File: config.mk
export PLATFORM = sky130hd
export DESIGN_NAME = xsc_queue
export DESIGN_NICKNAME = d
export VERILOG_FILES = /design/src/hdl/xsc_pkg.sv /design/src/hdl/xsc_queue.sv
export SDC_FILE = /design/constraint.sdc
export NUM_CORES = 1
export LEC_CHECK = 0
export ABC_CLOCK_PERIOD_IN_PS = 2400
export BUFFER_PORTS_ARGS = -buffer_cell sky130_fd_sc_hd__buf_2
export CAP_MARGIN = 25
export CELL_PAD_IN_SITES_DETAIL_PLACEMENT = 1
export CELL_PAD_IN_SITES_GLOBAL_PLACEMENT = 2
export CORE_MARGIN = 2
export CORE_UTILIZATION = 44
export CTS_CLUSTER_DIAMETER = 30
export DETAILED_ROUTE_END_ITERATION = 10
export PLACE_DENSITY = 0.83
export SYNTH_ARGS = -nofsm -noshare
export SYNTH_HDL_FRONTEND = slang
export SYNTH_SLANG_ARGS = --single-unit
File: constraint.sdc
create_clock -name clk -period 2.4 [get_ports clk]
set_input_delay 0.36 -clock clk [delete_from_list [all_inputs] [get_ports clk]]
set_output_delay 0.36 -clock clk [all_outputs]
set_load 0.005 [all_outputs]
File: src/hdl/xsc_pkg.sv
package xsc_pkg;

  // ADC and scaling constants
  localparam int ADC_BITS    = 12;
  localparam int RESTART_BIN = 5;

  // defaults for the top level parameters
  localparam int MAX_POINTS_DEF     = 1024;
  localparam int PAIRS_PER_PASS_DEF = 1024;

  // width of the bin field in a work item (room for up to 4096 bins)
  localparam int BIN_MAX_W = 12;

  // register fields
  localparam int PC_W  = 11;
  localparam int SH_W  = 10;
  localparam int NP_W  = 8;
  localparam int VAL_W = 12;

  localparam logic [PC_W-1:0] POINT_COUNT_RST   = PC_W'(1024);
  localparam logic [SH_W-1:0] SCREEN_HEIGHT_RST = SH_W'(256);

  // configuration port
  localparam int CFG_INDEX_W = 2;
  localparam int CFG_DATA_W  = 11;
  localparam logic [CFG_INDEX_W-1:0] CFG_POINT_COUNT   = CFG_INDEX_W'(0);
  localparam logic [CFG_INDEX_W-1:0] CFG_SCREEN_HEIGHT = CFG_INDEX_W'(1);

  // front to back queue
  localparam int QUEUE_DEPTH = 4;

  typedef struct packed {
    logic [11:0] sweep_sample;
    logic [11:0] level_sample;
    logic        load_norm;
    logic [7:0]  norm_passes;
  } pair_t;

  typedef struct packed {
    logic [9:0]         bin_index;
    logic signed [11:0] trace_value;
  } trace_t;

  // one trace write on its way to the back end
  typedef struct packed {
    logic [BIN_MAX_W-1:0]   bin;
    logic [SH_W-1:0]        lvl;
    logic signed [VAL_W-1:0] base_new;
    logic                   store;
  } work_t;

endpackage

File: src/hdl/xsc_queue.sv
module xsc_queue (
  input  logic          clk,
  input  logic          rst,
  input  logic          push,
  input  xsc_pkg::work_t push_item,
  output logic          space,
  input  logic          pop,
  output xsc_pkg::work_t head,
  output logic          not_empty
);

  localparam int PtrW = $clog2(xsc_pkg::QUEUE_DEPTH);
  localparam int CntW = $clog2(xsc_pkg::QUEUE_DEPTH + 1);

  xsc_pkg::work_t entries [xsc_pkg::QUEUE_DEPTH];
  logic [PtrW-1:0] wr_ptr;
  logic [PtrW-1:0] rd_ptr;
  logic [CntW-1:0] count;
  logic            do_push;
  logic            do_pop;

  assign space     = (count != CntW'(xsc_pkg::QUEUE_DEPTH));
  assign not_empty = (count != '0);
  assign head      = entries[rd_ptr];
  assign do_push   = push && space;
  assign do_pop    = pop && not_empty;

  // entry storage
  always_ff @(posedge clk) begin
    if (do_push) begin
      entries[wr_ptr] <= push_item;
    end
  end

  // pointers and fill level
  always_ff @(posedge clk) begin
    if (rst) begin
      wr_ptr <= '0;
      rd_ptr <= '0;
      count  <= '0;
    end else begin
      if (do_push) wr_ptr <= wr_ptr + PtrW'(1);
      if (do_pop)  rd_ptr <= rd_ptr + PtrW'(1);
      case ({do_push, do_pop})
        2'b10:   count <= count + CntW'(1);
        2'b01:   count <= count - CntW'(1);
        default: count <= count;
      endcase
    end
  end

endmodule

### Yosys cells after proc, flatten, opt, wreduce, memory -nomap -nowiden

Memories as Yosys holds them, arrays and structs flattened. A register that Yosys moved wholly into a read port is not among the register bits.
Index checks and enable logic that the tools add are counted.

* multiplexer cells: 5
* reduce and logical (&&, ||, !) cells: 4
* equal/unequal tests: 3
* $add $sub $neg: 4

Operators by type and width (number)
* 3-bit case mux with 2 select lines: 1
* 2-bit by 1-bit adder with 2-bit output (second input constant): 2
* 2-bit two-way mux: 2
* 3-bit by 1-bit adder with 3-bit output (second input constant): 1
* 3-bit inequality test (second input constant): 1
* 3-bit nonzero test: 1
* 3-bit by 1-bit subtractor with 3-bit output (second input constant): 1
* 2-bit by 1-bit equality test with 1-bit output (second input constant): 1
* 2-bit equality test (second input constant): 1
* 1-bit logical AND: 2
* 1-bit two-way mux: 2
* 2-bit nonzero test: 1

* output and inout port bits: 37
* register bits after elaboration: 7
* memories kept: 1
* memory bits (writable): 140
* input bits: 39

Memory list
* entries: depth 4, width 35, rd ports 1, clocked after memory_dff 1, write ports 1, RTL line xsc_queue.sv:15 `xsc_pkg::work_t entries [xsc_pkg::QUEUE_DEPTH];`

### Logic depth before layout (Yosys ltp)

* depth in word-level cells: 4
* gate-level depth with buffers: 9
* depth with buffers taken out: 9

### Worst setup path before layout

OpenSTA, ideal clock, no wires.

* kind: register to register
* start: reg count[0]
* end: mem entries[0][0] (netlist bit), enable pin
* buffers on the path: 0
* stages on the path, launching flop included: 4
* data arrival time: 1.612 ns
* path slack: 0.393 ns
* library setup time: 0.395 ns
* cells stage by stage: dfxtp_1 nor2_1 a21boi_2 and2_1

* cells in the longest elaborated chain, start to end: 4

RTL lines
* from (decl): RTL line xsc_queue.sv:18 `logic [CntW-1:0] count;`
* from (signal assigned): RTL line xsc_queue.sv:45 `2'b10: count <= count + CntW'(1);`
* from (signal assigned): RTL line xsc_queue.sv:46 `2'b01: count <= count - CntW'(1);`
* from (signal assigned): RTL line xsc_queue.sv:47 `default: count <= count;`
* 3-bit inequality test: RTL line xsc_queue.sv:22 `assign space = (count != CntW'(xsc_pkg::QUEUE_DEPTH));`
* 1-bit logical AND: RTL line xsc_queue.sv:25 `assign do_push = push && space;`
* 1-bit two-way mux: RTL line xsc_queue.sv:30 `if (do_push) begin`
* 1-bit two-way mux (not written as such): RTL line xsc_queue.sv:31 `entries[wr_ptr] <= push_item;`
* to (decl): RTL line xsc_queue.sv:15

Every way passes these cells.

==> results.sh <==
export IMPL_outcome="finished, final reports clean"
export IMPL_whs_path_depth=1
export IMPL_cp_num_buf_inv=2
export IMPL_grtUsageTotal_pct=16.7
export IMPL_path_clk_slew_ns=0.05
export IMPL_gp_congestion=0.682
export IMPL_htreeDepth=4
export IMPL_crit_required_ns=2.04
export IMPL_path_depth=3
export IMPL_final_common_cell="edfxtp_1"
export IMPL_setup_worst_path_class="flip-flop to output pin"
export IMPL_cts_buffers=17
export IMPL_layout_nets=374
export IMPL_dp_cells=482
export IMPL_drv_cap=0
export IMPL_fmax_mhz=451
export IMPL_rr_startpoint="count[1]"
export IMPL_fillCellCount=1128
export IMPL_path_cells="buf_12 > mux4_1 > buf_2"
export IMPL_final_period_utilization_pct=92.3
export IMPL_yosysWarnings=0
export IMPL_dp_hpwl_um=6510
export IMPL_worst_pin_slew_ns=0.450
export IMPL_firstDrtPassIters=4
export IMPL_worstPathArrival_ns=1.86
export IMPL_skew_ns=0.00347
export IMPL_syn_to_final_growth_pct=20.7
export IMPL_cts_root_buf="clkbuf_16"
export IMPL_min_period_ns=2.22
export IMPL_min_from="push_item[9]"
export IMPL_cp_start_kind="flip-flop"
export IMPL_crit_family="multiplexers"
export IMPL_vias=2585
export IMPL_portBuffers=75
export IMPL_hold_viol_final=0
export IMPL_cts_setup_buffers=0
export IMPL_num_antenna_cells=0
export IMPL_wl_per_cell_um=20.0
export IMPL_grt_pass1_wl_um=15600
export IMPL_grt_pass1_vias=2767
export IMPL_rsz0062_at_grt="no"
export IMPL_max_slew_margin_rel_pct=69.6
export IMPL_drive_above_1_share_pct=43.3
export IMPL_initial_core_util_pct=44.6
export IMPL_antenna_found_initial=1
export IMPL_netlist_instances=235
export IMPL_worstSetupEndpointType="output pin"
export IMPL_drc=0
export IMPL_grt_max_degree=36
export IMPL_cpMaxStageDelayCell="mux4_1"
export IMPL_num_rows=41
export IMPL_cts_buffer_depth=2
export IMPL_ys_types=26
export IMPL_synthFlopType="edfxtp_1"
export IMPL_p_per_area_nw_per_um2=1070
export IMPL_avgSynthCellArea_um2=23.7
export IMPL_die_height_um=117
export IMPL_p_leak_nw=2.31
export IMPL_hp_class="input pin to flip-flop"
export IMPL_synth_fp_nets=280
export IMPL_layout_common_cells="edfxtp_1 (140), buf_2 (75), mux4_2 (30)"
export IMPL_synth_edff_count=140
export IMPL_grt_ovfl_total=0
export IMPL_num_io_pins=76
export IMPL_die_area_um2=13600
export IMPL_vias_per_cell=5.03
export IMPL_critical_path_max_fanout=35
export IMPL_cts_sinks=149
export IMPL_cts_tree="done"
export IMPL_final_cells=514
export IMPL_setup_viol=0
export IMPL_ctsResizeCount=0
export IMPL_die_width_um=117
export IMPL_ctsHoldBuffers=0
export IMPL_core_um2=12500
export IMPL_synth_seq_cells=149
export IMPL_drt_initial_drc_count=149
export IMPL_antenna_left=0
export IMPL_netlist_area_um2=5580
export IMPL_slew_violations=0
export IMPL_finalSetupTns_ns=0
export IMPL_ys_async_sr_fraction_pct=0
export IMPL_irDropWorstVdd_mv=0.539
export IMPL_clock_latency_ns=0.41
export IMPL_drt_total_wl_um=10300
export IMPL_slowest_delay_ns=0.66
export IMPL_reg2reg_depth=9
export IMPL_ys_seq_area_share_pct=78.6
-- power by group --
part	switching [mW]	internal, mW	total, mW
combinational	0.704	0.783	1.49
clock	0.942	1.50	2.44
sequential	0.111	3.14	3.25
-- flip-flops by register name, summed over array words and instances (netlist names), named ones only --
signal and cells:
entries 140, count 3, rd_ptr 2, wr_ptr 2
-- kinds of logic after synthesis --
group | Yosys count | share of synthesized area, %
xor+xnor | 4 | 0.628
mux | 37 | 14.8
compound gates | 6 | 0.785
fa+ha+maj | 6 | 1.48
flops | 149 | 78.6
simple gates | 18 | 1.57
buf+inv | 15 | 2.11
-- routing by layer --
metal | global-route usage [%] | part of all wire [%] | vias up
met5 | 0 | 0.068 | -
met4 | 6.12 | 0.76 | 2
met3 | 6.64 | 5.0 | 7
met2 | 26.4 | 50 | 68
met1 | 21.0 | 44 | 1346
li1 | - | - | 1162
-- path summary, 6_finish.rpt --
path                        end  slack [ns]
setup / recovery       head[26]        0.18
hold / removal    entries[2][9]        0.16
setup reg to reg       count[2]        0.35
hold reg to reg       wr_ptr[1]        0.53
-- stage by stage --
step                      setup slack, ns  area (um2)  hold WS (ns)  utilization, %  total power, mW
after detailed placement            0.371        6190         0.525            49.4             4.84
final                               0.184        6740         0.161            53.8             7.18
after floorplan                     0.393        5580         0.459               -             4.31
after CTS                           0.141        6740         0.137            53.8             7.29
after global routing               0.0967        6740         0.142            53.8             7.53
after global placement              0.450        6190         0.498            49.4             4.78
-- cell usage after synthesis (2+ instances only) --
cell        n  area, um2
edfxtp_1  140       4200
ha_1        5       62.6
mux4_1      5        131
dfxtp_1     9        180
nor2_1      9       33.8
inv_1       6       22.5
nand2b_1    2       12.5
buf_2       3       15.0
xor2_1      3       26.3
a21oi_1     2       10.0
buf_12      3       60.1
mux4_2     30        676
or3_1       2       12.5
and2_1      4       25.0
-- layout make-up --
class | count | area, um2 | area share [%]
Clock buffer | 19 | 433 | 6.43
Clock inverter | 13 | 115 | 1.71
Inverter | 6 | 22.5 | 0.334
Multi-Input combinational cell | 71 | 1080 | 16.1
Sequential cell | 149 | 4390 | 65.1
Tap cell | 172 | 215 | 3.20
Timing Repair Buffer | 84 | 480 | 7.13
Note: power is estimated with default switching activity, not from simulation.
