[config.mk]
export PLATFORM = sky130hd
export DESIGN_NAME = xsc_front
export DESIGN_NICKNAME = d
export VERILOG_FILES = /design/src/hdl/xsc_pkg.sv /design/src/hdl/xsc_front.sv
export SDC_FILE = /design/constraint.sdc
export NUM_CORES = 1
export LEC_CHECK = 0
export BUFFER_PORTS_ARGS = -buffer_cell sky130_fd_sc_hd__buf_2
export CORE_ASPECT_RATIO = 1.1
export CORE_MARGIN = 5
export CORE_UTILIZATION = 63
export CTS_CLUSTER_SIZE = 10
export DETAILED_ROUTE_END_ITERATION = 12
export PLACE_DENSITY = 0.83
export SLEW_MARGIN = 15
export SYNTH_ARGS = -nofsm -noshare
export SYNTH_HDL_FRONTEND = slang
export SYNTH_SLANG_ARGS = --single-unit
[constraint.sdc]
create_clock -name clk -period 5.94 [get_ports clk]
set_input_delay 0.297 -clock clk [delete_from_list [all_inputs] [get_ports clk]]
set_output_delay 0.297 -clock clk [all_outputs]
set_load 0.005 [all_outputs]
[src/hdl/xsc_pkg.sv]
package xsc_pkg;

  // ADC and scaling constants
  localparam int ADC_BITS    = 12;
  localparam int RESTART_BIN = 5;

  // defaults for the top level parameters
  localparam int MAX_POINTS_DEF     = 1024;
  localparam int PAIRS_PER_PASS_DEF = 1024;

  // width of the bin field in a work item (room for up to 4096 bins)
  localparam int BIN_MAX_W = 12;

  // register fields
  localparam int PC_W  = 11;
  localparam int SH_W  = 10;
  localparam int NP_W  = 8;
  localparam int VAL_W = 12;

  localparam logic [PC_W-1:0] POINT_COUNT_RST   = PC_W'(1024);
  localparam logic [SH_W-1:0] SCREEN_HEIGHT_RST = SH_W'(256);

  // configuration port
  localparam int CFG_INDEX_W = 2;
  localparam int CFG_DATA_W  = 11;
  localparam logic [CFG_INDEX_W-1:0] CFG_POINT_COUNT   = CFG_INDEX_W'(0);
  localparam logic [CFG_INDEX_W-1:0] CFG_SCREEN_HEIGHT = CFG_INDEX_W'(1);

  // front to back queue
  localparam int QUEUE_DEPTH = 4;

  typedef struct packed {
    logic [11:0] sweep_sample;
    logic [11:0] level_sample;
    logic        load_norm;
    logic [7:0]  norm_passes;
  } pair_t;

  typedef struct packed {
    logic [9:0]         bin_index;
    logic signed [11:0] trace_value;
  } trace_t;

  // one trace write on its way to the back end
  typedef struct packed {
    logic [BIN_MAX_W-1:0]   bin;
    logic [SH_W-1:0]        lvl;
    logic signed [VAL_W-1:0] base_new;
    logic                   store;
  } work_t;

endpackage

[src/hdl/xsc_front.sv]
module xsc_front #(
  parameter int MaxPoints    = xsc_pkg::MAX_POINTS_DEF,
  parameter int PairsPerPass = xsc_pkg::PAIRS_PER_PASS_DEF
) (
  input  logic                             clk,
  input  logic                             rst,
  // sample pairs
  input  logic                             pair_valid,
  output logic                             pair_stall,
  input  xsc_pkg::pair_t                   pair,
  // configuration writes
  input  logic                             cfg_write,
  input  logic [xsc_pkg::CFG_INDEX_W-1:0]  cfg_index,
  input  logic [xsc_pkg::CFG_DATA_W-1:0]   cfg_data,
  // back end busy clearing the baseline table
  input  logic                             clearing,
  // queue side
  output logic                             push,
  output xsc_pkg::work_t                   push_item,
  input  logic                             space
);

  localparam int BinW  = $clog2(MaxPoints);
  localparam int CntW  = $clog2(PairsPerPass);
  localparam int XpW   = xsc_pkg::ADC_BITS + xsc_pkg::PC_W;
  localparam int YpW   = xsc_pkg::ADC_BITS + xsc_pkg::SH_W;
  localparam int RawW  = xsc_pkg::BIN_MAX_W + 1;

  // configuration registers
  logic [xsc_pkg::PC_W-1:0] point_count;
  logic [xsc_pkg::SH_W-1:0] screen_height;

  // product stage
  logic                     p_valid;
  logic [XpW-1:0]           p_xprod;
  logic [YpW-1:0]           p_yprod;
  logic                     p_load;
  logic [xsc_pkg::NP_W-1:0] p_passes;

  // sweep state
  logic [BinW-1:0]          last_bin;
  logic [CntW-1:0]          pair_counter;
  logic [xsc_pkg::NP_W-1:0] norm_pending;

  // classification
  logic [RawW-1:0]          bin_raw;
  logic [BinW-1:0]          bin;
  logic [xsc_pkg::SH_W-1:0] lvl;
  logic [xsc_pkg::NP_W-1:0] pend;
  logic [BinW-1:0]          last_eff;
  logic                     emit;
  logic                     take;
  logic                     pass_end;

  always_ff @(posedge clk) begin
    if (rst) begin
      point_count   <= xsc_pkg::POINT_COUNT_RST;
      screen_height <= xsc_pkg::SCREEN_HEIGHT_RST;
    end else if (cfg_write) begin
      case (cfg_index)
        xsc_pkg::CFG_POINT_COUNT:   point_count   <= cfg_data[xsc_pkg::PC_W-1:0];
        xsc_pkg::CFG_SCREEN_HEIGHT: screen_height <= cfg_data[xsc_pkg::SH_W-1:0];
        default: ;
      endcase
    end
  end

  // bin, level and the restart / advance decision
  always_comb begin
    bin_raw = RawW'(p_xprod[XpW-1:xsc_pkg::ADC_BITS]);
    if (bin_raw >= RawW'(MaxPoints)) begin
      bin = BinW'(MaxPoints - 1);
    end else begin
      bin = bin_raw[BinW-1:0];
    end
    lvl      = screen_height - p_yprod[YpW-1:xsc_pkg::ADC_BITS];
    pend     = p_load ? p_passes : norm_pending;
    last_eff = (bin < BinW'(xsc_pkg::RESTART_BIN)) ? '0 : last_bin;
    emit     = (bin > last_eff);
    pass_end = (pair_counter == CntW'(PairsPerPass - 1));
  end

  // a pair with no trace write never waits on the queue
  assign take       = p_valid && (space || !emit);
  assign pair_stall = clearing || (p_valid && !take);
  assign push       = take && emit;

  always_comb begin
    push_item          = '0;
    push_item.bin      = xsc_pkg::BIN_MAX_W'(bin);
    push_item.lvl      = lvl;
    push_item.base_new = $signed(xsc_pkg::VAL_W'(screen_height[xsc_pkg::SH_W-1:1]))
                       - $signed(xsc_pkg::VAL_W'(lvl));
    push_item.store    = (pend != '0);
  end

  // product stage: both scalings multiply here
  always_ff @(posedge clk) begin
    if (rst) begin
      p_valid <= 1'b0;
    end else if (pair_valid && !pair_stall) begin
      p_valid <= 1'b1;
    end else if (take) begin
      p_valid <= 1'b0;
    end
  end

  always_ff @(posedge clk) begin
    if (pair_valid && !pair_stall) begin
      p_xprod  <= XpW'(pair.sweep_sample) * XpW'(point_count);
      p_yprod  <= YpW'(pair.level_sample) * YpW'(screen_height);
      p_load   <= pair.load_norm;
      p_passes <= pair.norm_passes;
    end
  end

  // sweep and normalization state, updated as each pair leaves
  always_ff @(posedge clk) begin
    if (rst) begin
      last_bin     <= '0;
      pair_counter <= '0;
      norm_pending <= '0;
    end else if (take) begin
      last_bin <= emit ? bin : last_eff;
      if (pass_end) begin
        pair_counter <= '0;
        norm_pending <= (pend != '0) ? pend - xsc_pkg::NP_W'(1) : '0;
      end else begin
        pair_counter <= pair_counter + CntW'(1);
        norm_pending <= pend;
      end
    end
  end

endmodule

# Word level (Yosys, flattened, before mapping)
# Index checks and enable logic that the tools add are counted.
[word_totals] output_inout_bits=37 reg_bits=104 memories=0 in_bits=52 ramBits=0 romBits=0 latch_bits=0 wordCells=44
[classes] eq_ne=2 reduce_logical=14 order_cmp=3 n_shift=0 muxes=9 addsub=4 mul=2 n_bitwise=0 div=0
[op_table] cell="two-way mux 10 bit" n=4
[op_table] cell="two-way mux 8 bit" n=3
[op_table] cell="multiplier 12 x 11 -> 23 bit" n=1
[op_table] cell="multiplier 12 x 10 -> 22 bit" n=1
[op_table] cell=">= comparator 11 bit (second input constant)" n=1
[op_table] cell="subtractor 9 x 10 -> 11 bit" n=1
[op_table] cell="adder 10 x 1 -> 10 bit (second input constant)" n=1
[op_table] cell="equality test 10 bit (second input constant)" n=1
[op_table] cell="> comparator 10 bit" n=1
[op_table] cell="less-than comparator 10 x 3 -> 1 bit (second input constant)" n=1
[op_table] cell="subtractor 10 bit" n=1
[op_table] cell="nonzero test 8 bit" n=1
[op_table] cell="subtractor 8 x 1 -> 8 bit (second input constant)" n=1
[op_table] cell="logical AND 1 bit" n=4
[op_table] cell="AND reduction 2 bit" n=2
[op_table] cell="logical NOT 1 bit" n=3
[op_table] cell="equality test 2 x 1 -> 1 bit (second input constant)" n=1
[op_table] cell="logical NOT 2 bit" n=1
[op_table] cell="logical OR 1 bit" n=2
[op_table] cell="two-way mux 1 bit" n=2
[op_table] cell="nonzero test 2 bit" n=1

# Longest topological paths before layout
# Gate-level depths: netlist of the first run.
[logic_depth] word_depth=14 mapped_depth=20

# Worst setup path after synthesis of the first run
# OpenSTA, ideal clock, no wires.
[synth_path] path_kind="reg2reg" start="register point_count[4] (netlist bit)" end="register p_xprod[20], data pin" slack_ns=0.662 period_less_slack_ns=5.278 path_stages_with_launch=19 arrival_time_ns=5.015 path_buffers=1 path_cell_list="dfxtp_1 clkbuf_1 nand2_1 fa_1 fa_1 inv_1 fa_1 fa_1 inv_1 fa_1 inv_1 ha_1 and3_1 o2111a_1 a2111oi_2 o31ai_2 a21oi_4 o221ai_2 xor2_1"
[synth_via] elab_chain_cells=1
[synth_rtl] item="start: declaration" line_no="xsc_front.sv:30" text="logic [xsc_pkg::PC_W-1:0] point_count;"
[synth_rtl] item="start signal: assignment" line_no="xsc_front.sv:57" text="point_count <= xsc_pkg::POINT_COUNT_RST;"
[synth_rtl] item="start signal: assignment" line_no="xsc_front.sv:61" text="xsc_pkg::CFG_POINT_COUNT: point_count <= cfg_data[xsc_pkg::PC_W-1:0];"
[synth_rtl] item="multiplier 12 x 11 -> 23 bit" line_no="xsc_front.sv:110" text="p_xprod <= XpW'(pair.sweep_sample) * XpW'(point_count);"
[synth_rtl] item="end signal: assignment" line_no="xsc_front.sv:110"
[synth_rtl] item="end: declaration" line_no="xsc_front.sv:35" text="logic [XpW-1:0] p_xprod;"
# Every way passes these cells.
# A chain may end at the register's enable or synchronous reset.

# Final worst setup path of the first run
[layout_path] start="register point_count[7] (netlist bit)" end="register p_xprod[20], data pin"
# The elaborated chain is that of the path after synthesis.

==> reports/results.ini, run 1 <==
[power]
finalPower_mw=2.04
vdd_drop_max_uv=184
cellLeakagePower_nw=6.61
power_density_nw_per_um2=158

[sta]
rsz0062_at_grt=false
final_hold_viol_count=0
setup_tns_ns=0
fin_crit_sh_pct=95.0
tightest_slew_ns=1.07
slew_violations=0
finClkSkew_ns=0.00694
fmax_mhz=177
period_needed_ns=5.65
setup_viol=0
max-slew-margin-rel_pct=28.1

[logic_synthesis]
synth_top_family_by_area=adder cells
synth_cell_types=67
synthArstFlopShare_pct=0
syn_inst=1336
synthFlopType=dfxtp_1
synthSimpleGateAreaFrac_pct=18.5
yosys_warnings=0
synth-edff-count=30
synth_compound_area_share_pct=7.86
syn_area_um2=12000
muxShareOfSynthArea_pct=2.34
synthAdderAreaFrac_pct=42.7
ys_ff_latch=80
yosysSeqAreaShare_pct=15.8
synth-xor-area-share_pct=3.14
syn_avg_cell_area_um2=8.99

[clocking]
cts_root_buffer=clkbuf_16
hold_buffers=0
post-cts-setup-buffers=0
clock_latency_ns=0.35
clockBufferDepth=2
cts-resized-gates=0
clock_sinks=80
cts_buffers=9
htreeDepth=3
clkTransAtPathRegs_ns=0.07
cts_tree=done

[critical_path]
cpMostUsedCell=fa_1
critPathMaxStageDelay_ns=0.60
critPathCaptureType=register
reg2reg_depth=17
worstSetupPathType=reg2reg
cp.required_ns=6.04
path_cells=nand2_1 > fa_1 > fa_1 > inv_1 > fa_1 > fa_1 > inv_1 > fa_1 > inv_1 > ha_1 > nand3_1 > a21boi_0 > a2111oi_2 > o31ai_2 > a21oi_4 > o221ai_2 > xor2_1
startpoint_type=register
critPathSlowestCell=dfxtp_1
arrival_ns=5.75
critical_path.max_fanout=13

[cells_and_area]
final_core_util_pct=68.1
syn_to_final_growth_pct=7.60
final_cell_mix=inv_1 (238), fa_1 (167), nand2_1 (163)
fillCellCount=1503
drive_above_1_share_pct=9.78
final_common_cell=inv_1
nets=1747
stdcell_area_um2=12900

[global_route]
grt_pass1_vias=9690
overflow=0
antenna_found_initial=3
grt_max_degree=43
grt_pass1_wl_mm=46.5
grt_usage_pct=26.2

[hold_path]
min_path_cells=1
hp-class=in2reg

[detailed_routing]
wl_per_cell_um=16.9
drt_wl_total_mm=27.7
drt_iter0_drc=562
vias=9268
drc=0
viasPerCell=5.65
final_antenna_net_count=0
drt_pass1_iterations=5

[floorplan]
die_area_um2=21900
num_rows=53
ioPinCount=89
start_util_pct=63.3
core_area_um2=19000
die-height_um=155
die_w_um=142

[outcome]
status=finished clean

[job]
max-cap-violations=0

[placed_design]
io_buffers=86
gp_congestion=0.905
dp_hpwl_mm=22.5
placed_area_um2=12600

## metrics by stage
stage	cells	setup slack, ns	hold slack [ns]
after floorplan	1337	0.662	0.396
after global placement	1621	0.532	0.448
after detailed placement	1621	0.346	0.453
after CTS	1637	0.308	0.108
after global routing	1640	0.0325	0.107
final	1640	0.295	0.117
## cell type report
type / count / area, um^2 / share of cell area [%]
diodes: 3 / 7.51 / 0.0581
clock buffers: 11 / 264 / 2.04
clock inverters: 5 / 43.8 / 0.339
inverters: 238 / 893 / 6.91
multi-input cells: 958 / 8980 / 69.5
flip-flops and latches: 80 / 1900 / 14.7
well taps: 247 / 309 / 2.39
repair buffers: 98 / 520 / 4.03
## logic make-up after synthesis
logic type | Yosys count
XOR/XNOR | 43
AND/OR/NAND/NOR | 441
AO/OA/AOI/OAI | 134
buffers and inverters | 299
adder cells (fa/ha/maj) | 310
flip-flops | 80
multiplexers | 28
other | 1
## per-layer routing
layer  track usage [%]  up-vias  share of wire, %
li1                  -     4323                 -
met1              32.2     4509                39
met2              46.7      356                52
met3              3.71       80               6.3
met4              9.78        0               3.2
met5                 0        -                 0
## Yosys cell counts, types with 7 or more instances
cell type  number  area [um^2]
mux2i_1        27          270
ha_1          143         1790
dfxtp_1        50         1000
nand2_1       163          612
nor2b_1         9         56.3
nor3_1         13         65.1
and2_1        131          820
clkbuf_1       52          195
o21ai_0        20          100
a21oi_1        39          195
and3_1          7         43.8
nor2_1         59          221
inv_1         238          893
edfxtp_1       30          901
or3_1           7         43.8
o2bb2ai_1      10         87.6
a21o_1          9         67.6
xnor2_1        25          219
fa_1          167         3340
nand3_1        16         80.1
xor2_1         18          158
nand2b_1        8         50.1
## registers in the layout, summed over array words and instances (netlist names)
| register | cells |
|---|---|
| p_xprod | 11 |
| point_count | 11 |
| last_bin | 10 |
| p_yprod | 10 |
| pair_counter | 10 |
| screen_height | 10 |
| norm_pending | 8 |
| p_passes | 8 |
| p_load | 1 |
| p_valid | 1 |
## final timing paths
check	endpoint	from	slack, ns
worst min-delay path	p_passes[3]	pair[3]	0.12
worst min register to register	last_bin[5]	last_bin[5]	0.47
worst max-delay path	p_xprod[20]	point_count[7]	0.29
worst max register to register	p_xprod[20]	point_count[7]	0.29
## power by group
part	internal (mW)	total, mW	leakage [nW]	switching, mW
clock	0.327	0.581	0.154	0.253
combinational	0.354	0.818	5.77	0.465
sequential	0.611	0.640	0.688	0.0288
total	1.29	2.04	6.61	0.747
## critical path, delay by kind of cell, from the launching register on
family | cells | cell delay [ns]
xor+xnor | 1 | 0.08
fa+ha+maj | 6 | 2.91
buf+inv | 3 | 0.17
compound gates | 5 | 1.40
flops | 1 | 0.60
simple gates | 2 | 0.24
Power figures use the tool's default switching activity.
==> inputs of run 2 (changes only) <==
--- a/config.mk
+++ b/config.mk
@@ -5,13 +5,14 @@
 export SDC_FILE = /design/constraint.sdc
 export NUM_CORES = 1
 export LEC_CHECK = 0
+export ABC_AREA = 1
 export BUFFER_PORTS_ARGS = -buffer_cell sky130_fd_sc_hd__buf_2
 export CORE_ASPECT_RATIO = 1.1
 export CORE_MARGIN = 5
-export CORE_UTILIZATION = 63
+export CORE_UTILIZATION = 64
 export CTS_CLUSTER_SIZE = 10
 export DETAILED_ROUTE_END_ITERATION = 12
-export PLACE_DENSITY = 0.83
+export PLACE_DENSITY = 0.84
 export SLEW_MARGIN = 15
 export SYNTH_ARGS = -nofsm -noshare
 export SYNTH_HDL_FRONTEND = slang
==> reports/results.ini, run 2 <==
[outcome]
status=finished clean

[logic_synthesis]
synth_area_leaders=fa_1 (25%), ha_1 (14%), nand2_1 (13%)
netlist_top_cells_count=nand2_1 (460), inv_1 (439), fa_1 (167)
syn_inst=1802  ; +35%
synthSimpleGateAreaFrac_pct=21.4  ; +2.9 points
synthArstFlopShare_pct=0  ; unchanged
syn_area_um2=13100  ; +9.3%
synth_compound_area_share_pct=7.35  ; -0.52 points
synth_top_cell_area_share_pct=25.5  ; -2.4 points
syn_avg_cell_area_um2=7.29  ; -19%
synth-xor-area-share_pct=2.67  ; -0.47 points
synth_cell_types=45  ; -33%
muxShareOfSynthArea_pct=0  ; -2.3 points
yosysSeqAreaShare_pct=14.5  ; -1.3 points
yosysMostFrequentCell=nand2_1
synth-edff-count=30  ; unchanged
synth_top_family_by_area=adder cells
yosys.area.top_type=fa_1
yosys_warnings=0  ; unchanged
synthAdderAreaFrac_pct=39.1  ; -3.6 points
ys_ff_latch=80  ; unchanged
synthFlopType=dfxtp_1

[critical_path]
critPathCaptureType=register
worstSetupPathType=reg2reg
arrival_ns=5.32  ; -0.43 ns
critPathSlowestCell=dfxtp_1
reg2reg_depth=19  ; +2
cp-endpoint=p_xprod[21]
critPathMaxStageDelay_ns=0.70  ; +0.10 ns
reg2reg_from=point_count[8]
crit_family=adder cells
worst_r2r_endpoint=p_xprod[21]
startpoint_type=register
path_cells=nand2_1 > inv_1 > fa_1 > fa_1 > fa_1 > fa_1 > inv_1 > fa_1 > inv_1 > ha_1 > nand2_1 > nor2_1 > nand4_1 > inv_1 > nand2_1 > nand3_1 > inv_1 > o211ai_1 > nand2_1
startpoint=point_count[8]
critical_path.max_fanout=13  ; unchanged
r2r_slack_ns=0.71  ; +0.42 ns
cp.required_ns=6.04  ; about the same
worst-path-stages=19  ; +2
path_buf_inv=5  ; +2

[detailed_routing]
drt_iter0_drc=957  ; +70%
drc=0  ; unchanged
drt_wl_total_mm=32.1  ; +16%
final_antenna_net_count=0  ; unchanged
vias=11500  ; +24%
viasPerCell=5.46  ; -3.4%
drt_pass1_iterations=6  ; +1
wl_per_cell_um=15.2  ; -10%

[power]
power_density_nw_per_um2=195  ; +24%
vdd_drop_max_uv=141  ; -24%
finalPower_mw=2.73  ; +34%
cellLeakagePower_nw=8.34  ; +26%

[floorplan]
ioPinCount=89  ; unchanged
die_w_um=147  ; +3.5%
die_area_um2=23500  ; +7.1%
die-height_um=160  ; +3.5%
start_util_pct=64.5  ; +1.1 points
core_area_um2=20400  ; +7.4%
num_rows=55  ; +3.8%

[clocking]
htreeDepth=3  ; unchanged
clock_sinks=80  ; unchanged
cts_tree=done
clock_latency_ns=0.35  ; about the same
clkTransAtPathRegs_ns=0.07  ; about the same
clockBufferDepth=2  ; unchanged
cts-resized-gates=0  ; unchanged
hold_buffers=0  ; unchanged
cts_buffers=9  ; unchanged
cts_root_buffer=clkbuf_16
post-cts-setup-buffers=0  ; unchanged

[global_route]
grt_pass1_vias=12100  ; +24%
overflow=0  ; unchanged
grt_usage_pct=28.2  ; +2.0 points
grt_pass1_wl_mm=54.6  ; +18%
grt_max_degree=41  ; -4.7%
antenna_found_initial=3  ; unchanged

[cells_and_area]
syn_to_final_growth_pct=6.41
final_core_util_pct=68.6  ; +0.44 points
final_common_cell=nand2_1
multiInputGateArea_um2=9270  ; +3.2%
stdcell_area_um2=14000  ; +8.1%
regArea_um2=1900  ; unchanged
reg_top3=p_xprod x11, point_count x11
nets=2208  ; +26%
final_cell_mix=nand2_1 (460), inv_1 (439), fa_1 (167)
fillCellCount=1626  ; +8.2%
drive_above_1_share_pct=7.78  ; -2.0 points

[placed_design]
io_buffers=86  ; unchanged
dp_slack_ns=0.842  ; +0.496 ns
placed_area_um2=13700  ; +8.4%
dp_hpwl_mm=25.9  ; +15%
gp_congestion=1.01  ; +11%

[sta]
finClkSkew_ns=0.0113  ; +0.00437 ns
setup_tns_ns=0  ; unchanged
fmax_mhz=191  ; +8.0%
period_needed_ns=5.23  ; -0.420 ns
rsz0062_at_grt=false
slew_violations=0  ; unchanged
max-slew-margin-rel_pct=19.3  ; -8.8 points
setup_viol=0  ; unchanged
setup_ws_ns=0.715  ; +0.420 ns
fin_crit_sh_pct=88.0  ; -7.1 points
final_hold_viol_count=0  ; unchanged
tightest_slew_ns=1.21  ; +0.142 ns

[job]
max-cap-violations=0  ; unchanged

[hold_path]
hp-class=in2reg
hp-start=pair[2]

## run 2: worst min path at each step
stage / slack [ns] / cells after the start / to
finish: 0.12 / 1 / p_passes[2]
floorplan: 0.40 / 0 / p_load
global placement: 0.47 / 2 / norm_pending[2]
detailed placement: 0.48 / 1 / p_passes[6]
CTS: 0.11 / 1 / p_passes[6]
global route: 0.11 / 1 / p_passes[2]
## run 2: final cells by class
class	instances	area share, %
Antenna cell	3	0.0537
Timing Repair Buffer	96	3.62
Clock buffer	12	1.84
Inverter	445	12.0
Clock inverter	4	0.269
Multi-Input combinational cell	1214	66.3
Sequential cell	80	13.6
Tap cell	256	2.29
## run 2: layer usage
metal | routed length [um] | vias up | global-route usage (%)
met4 | 1690 | 0 | 15.1
met1 | 12100 | 5454 | 32.5
met2 | 16300 | 452 | 50.8
met3 | 1960 | 135 | 3.92
met5 | 0 | - | 0
li1 | - | 5480 | -
## run 2: logic make-up (layout without fill, tap and decap cells)
family          after synthesis  count (layout)
simple gates                688             688
buf+inv                     509             557
fa+ha+maj                   310             310
flops                        80              80
compound gates              174             174
other cells                   1               5
xor+xnor                     40              40
## run 2: stage by stage
stage | hold WS (ns) | std cells
after global placement | 0.466 | 2091
after CTS | 0.111 | 2107
after global routing | 0.107 | 2110
after detailed placement | 0.476 | 2091
final | 0.119 | 2110
after floorplan | 0.396 | 1803
## run 2: power by group
part	internal, mW	switching [mW]
registers	0.637	0.0424
logic	0.569	0.920
clock network	0.313	0.245
total	1.52	1.21
==> inputs of run 3 (changes only) <==
--- a/config.mk
+++ b/config.mk
@@ -10,6 +10,7 @@
 export CORE_ASPECT_RATIO = 1.1
 export CORE_MARGIN = 5
 export CORE_UTILIZATION = 64
+export CTS_BUF_LIST = sky130_fd_sc_hd__clkbuf_4
 export CTS_CLUSTER_SIZE = 10
 export DETAILED_ROUTE_END_ITERATION = 12
 export PLACE_DENSITY = 0.84
==> reports/results.ini, run 3 (synthesis results as in run 2) <==
[outcome]
status=finished clean

[sta]
setup_viol=0  ; unchanged
tightest_slew_ns=1.22  ; +0.00953 ns
rsz0062_at_grt=false
finClkSkew_ns=0.0322  ; +0.0209 ns
fin_crit_sh_pct=87.9  ; about the same
slew_violations=0  ; unchanged
final_hold_viol_count=0  ; unchanged
max-slew-margin-rel_pct=18.7  ; -0.64 points
period_needed_ns=5.22  ; -0.00369 ns
setup_tns_ns=0  ; unchanged
fmax_mhz=192  ; about the same

[placed_design]
io_buffers=86  ; unchanged
dpl.cell_count=2091  ; unchanged
dp_hpwl_mm=25.9  ; unchanged
gp_congestion=1.01  ; unchanged

[cells_and_area]
syn_to_final_growth_pct=5.85
regArea_um2=1900  ; unchanged
reg_top3=p_xprod x11, point_count x11
final_common_cell=nand2_1
fillCellCount=1654  ; +1.7%
nets=2217  ; +0.41%
drive_above_1_share_pct=7.80  ; +0.016 points
fin_cells=2123  ; +0.62%
multiInputGateArea_um2=9270  ; unchanged
final_cell_mix=nand2_1 (460), inv_1 (439), fa_1 (167)

[critical_path]
cp.required_ns=6.19  ; +0.15 ns
reg2reg_from=point_count[8]
worstSetupPathType=reg2reg
r2r_slack_ns=0.72  ; about the same
arrival_ns=5.47  ; +0.15 ns
worst_r2r_endpoint=p_xprod[21]
critPathCaptureType=register
startpoint_type=register
critical_path.max_fanout=13  ; unchanged
reg2reg_depth=19  ; unchanged

[global_route]
grt_pass1_wl_mm=54.1  ; -0.92%
top_usage_layer=met2
met2_usage_pct=49.6  ; -1.2 points
antenna_found_initial=5  ; +2
grt_usage_pct=28.1  ; -0.17 points
use_met1_pct=32.4  ; -0.074 points
grt_max_degree=41  ; unchanged
met3_usage_pct=4.17  ; +0.26 points
overflow=0  ; unchanged
grt_pass1_vias=12000  ; -0.74%

[job]
max-cap-violations=0  ; unchanged

[hold_path]
hp-class=in2reg
min_path_cells=3  ; +2
holdPathEnd=point_count[10]
hp-start=cfg_data[10]

[clocking]
cts-resized-gates=0  ; unchanged
clock_sinks=80  ; unchanged
cts_buffers=9  ; unchanged
cts_root_buffer=clkbuf_4
hold_buffers=9  ; +9
cts_tree=done
clkTransAtPathRegs_ns=0.15  ; +0.08 ns
clock_latency_ns=0.50  ; +0.15 ns
post-cts-setup-buffers=0  ; unchanged
htreeDepth=3  ; unchanged
clockBufferDepth=2  ; unchanged

[floorplan]
core_area_um2=20400  ; unchanged
ioPinCount=89  ; unchanged
die_w_um=147  ; unchanged
die-height_um=160  ; unchanged
num_rows=55  ; unchanged
start_util_pct=64.5  ; unchanged
die_area_um2=23500  ; unchanged

[power]
vdd_drop_max_uv=96.5  ; -31%
cellLeakagePower_nw=8.30  ; -0.41%
power_density_nw_per_um2=179  ; -8.5%

[detailed_routing]
drt_wl_total_mm=32.1  ; about the same
final_antenna_net_count=0  ; unchanged
vias=11600  ; +0.30%
drt_iter0_drc=774  ; -19%
drc=0  ; unchanged
viasPerCell=5.44  ; -0.31%
drt_pass1_iterations=6  ; unchanged
wl_per_cell_um=15.1  ; -0.65%

[run 3: cell types whose count changed in the layout (fill, tap and decap cells not counted), sizes merged]
| cell | before | now |
|---|---|---|
| dlygate4sd3 | 0 | 9 |
| diode | 3 | 7 |
| clkbuf | 12 | 10 |
| inv | 445 | 447 |
[run 3: worst max-delay path by stage]
stage | from | to | slack (ns) | cells after the start
3_3_place_gp | point_count[8] | p_xprod[21] | 0.97 | 19
6_report | point_count[8] | p_xprod[21] | 0.72 | 19
4_1_cts | point_count[8] | p_xprod[21] | 0.79 | 19
5_1_grt | point_count[9] | p_xprod[21] | 0.50 | 19
3_5_place_dp | point_count[9] | p_xprod[21] | 0.84 | 19
2_1_floorplan | point_count[4] | p_xprod[21] | 1.19 | 20
[run 3: stage by stage]
step | power (mW) | hold WS (ns) | util (%) | instance area (um^2) | worst slack (ns)
2_1_floorplan | 1.75 | 0.396 | - | 13100 | 1.19
3_3_place_gp | 2.10 | 0.466 | 67.1 | 13700 | 0.968
3_5_place_dp | 2.16 | 0.476 | 67.1 | 13700 | 0.842
4_1_cts | 2.48 | 0.0128 | 68.1 | 13900 | 0.788
5_1_grt | 2.73 | 0.0196 | 68.2 | 13900 | 0.499
6_report | 2.48 | 0.0293 | 68.2 | 13900 | 0.718
[run 3: critical path, cell delays in order (launching register included)]
cell	delay [ns]
dfxtp_1	0.73
nand2_1	0.10
inv_1	0.10
fa_1	0.45
fa_1	0.53
fa_1	0.52
fa_1	0.57
inv_1	0.06
fa_1	0.53
inv_1	0.04
ha_1	0.38
nand2_1	0.15
nor2_1	0.18
nand4_1	0.10
inv_1	0.07
nand2_1	0.05
nand3_1	0.14
inv_1	0.07
o211ai_1	0.15
nand2_1	0.06
[run 3: area by class of cell]
type / count / share of cell area (%)
clock buffers: 10 / 0.540
multi-input cells: 1214 / 66.7
well taps: 256 / 2.30
diodes: 7 / 0.126
flip-flops and latches: 80 / 13.7
inverters: 445 / 12.0
clock inverters: 6 / 0.324
repair buffers: 105 / 4.29
[run 3: report_power, final]
group / internal, mW / switching (mW) / total, mW
Clock: 0.0944 / 0.222 / 0.317
Combinational: 0.571 / 0.915 / 1.49
Sequential: 0.636 / 0.0423 / 0.679
[run 3: routing by layer]
layer | up-vias | part of all wire, %
met5 | - | 0
met2 | 467 | 50
met1 | 5450 | 38
met4 | 0 | 6.1
met3 | 137 | 6.3
li1 | 5502 | -
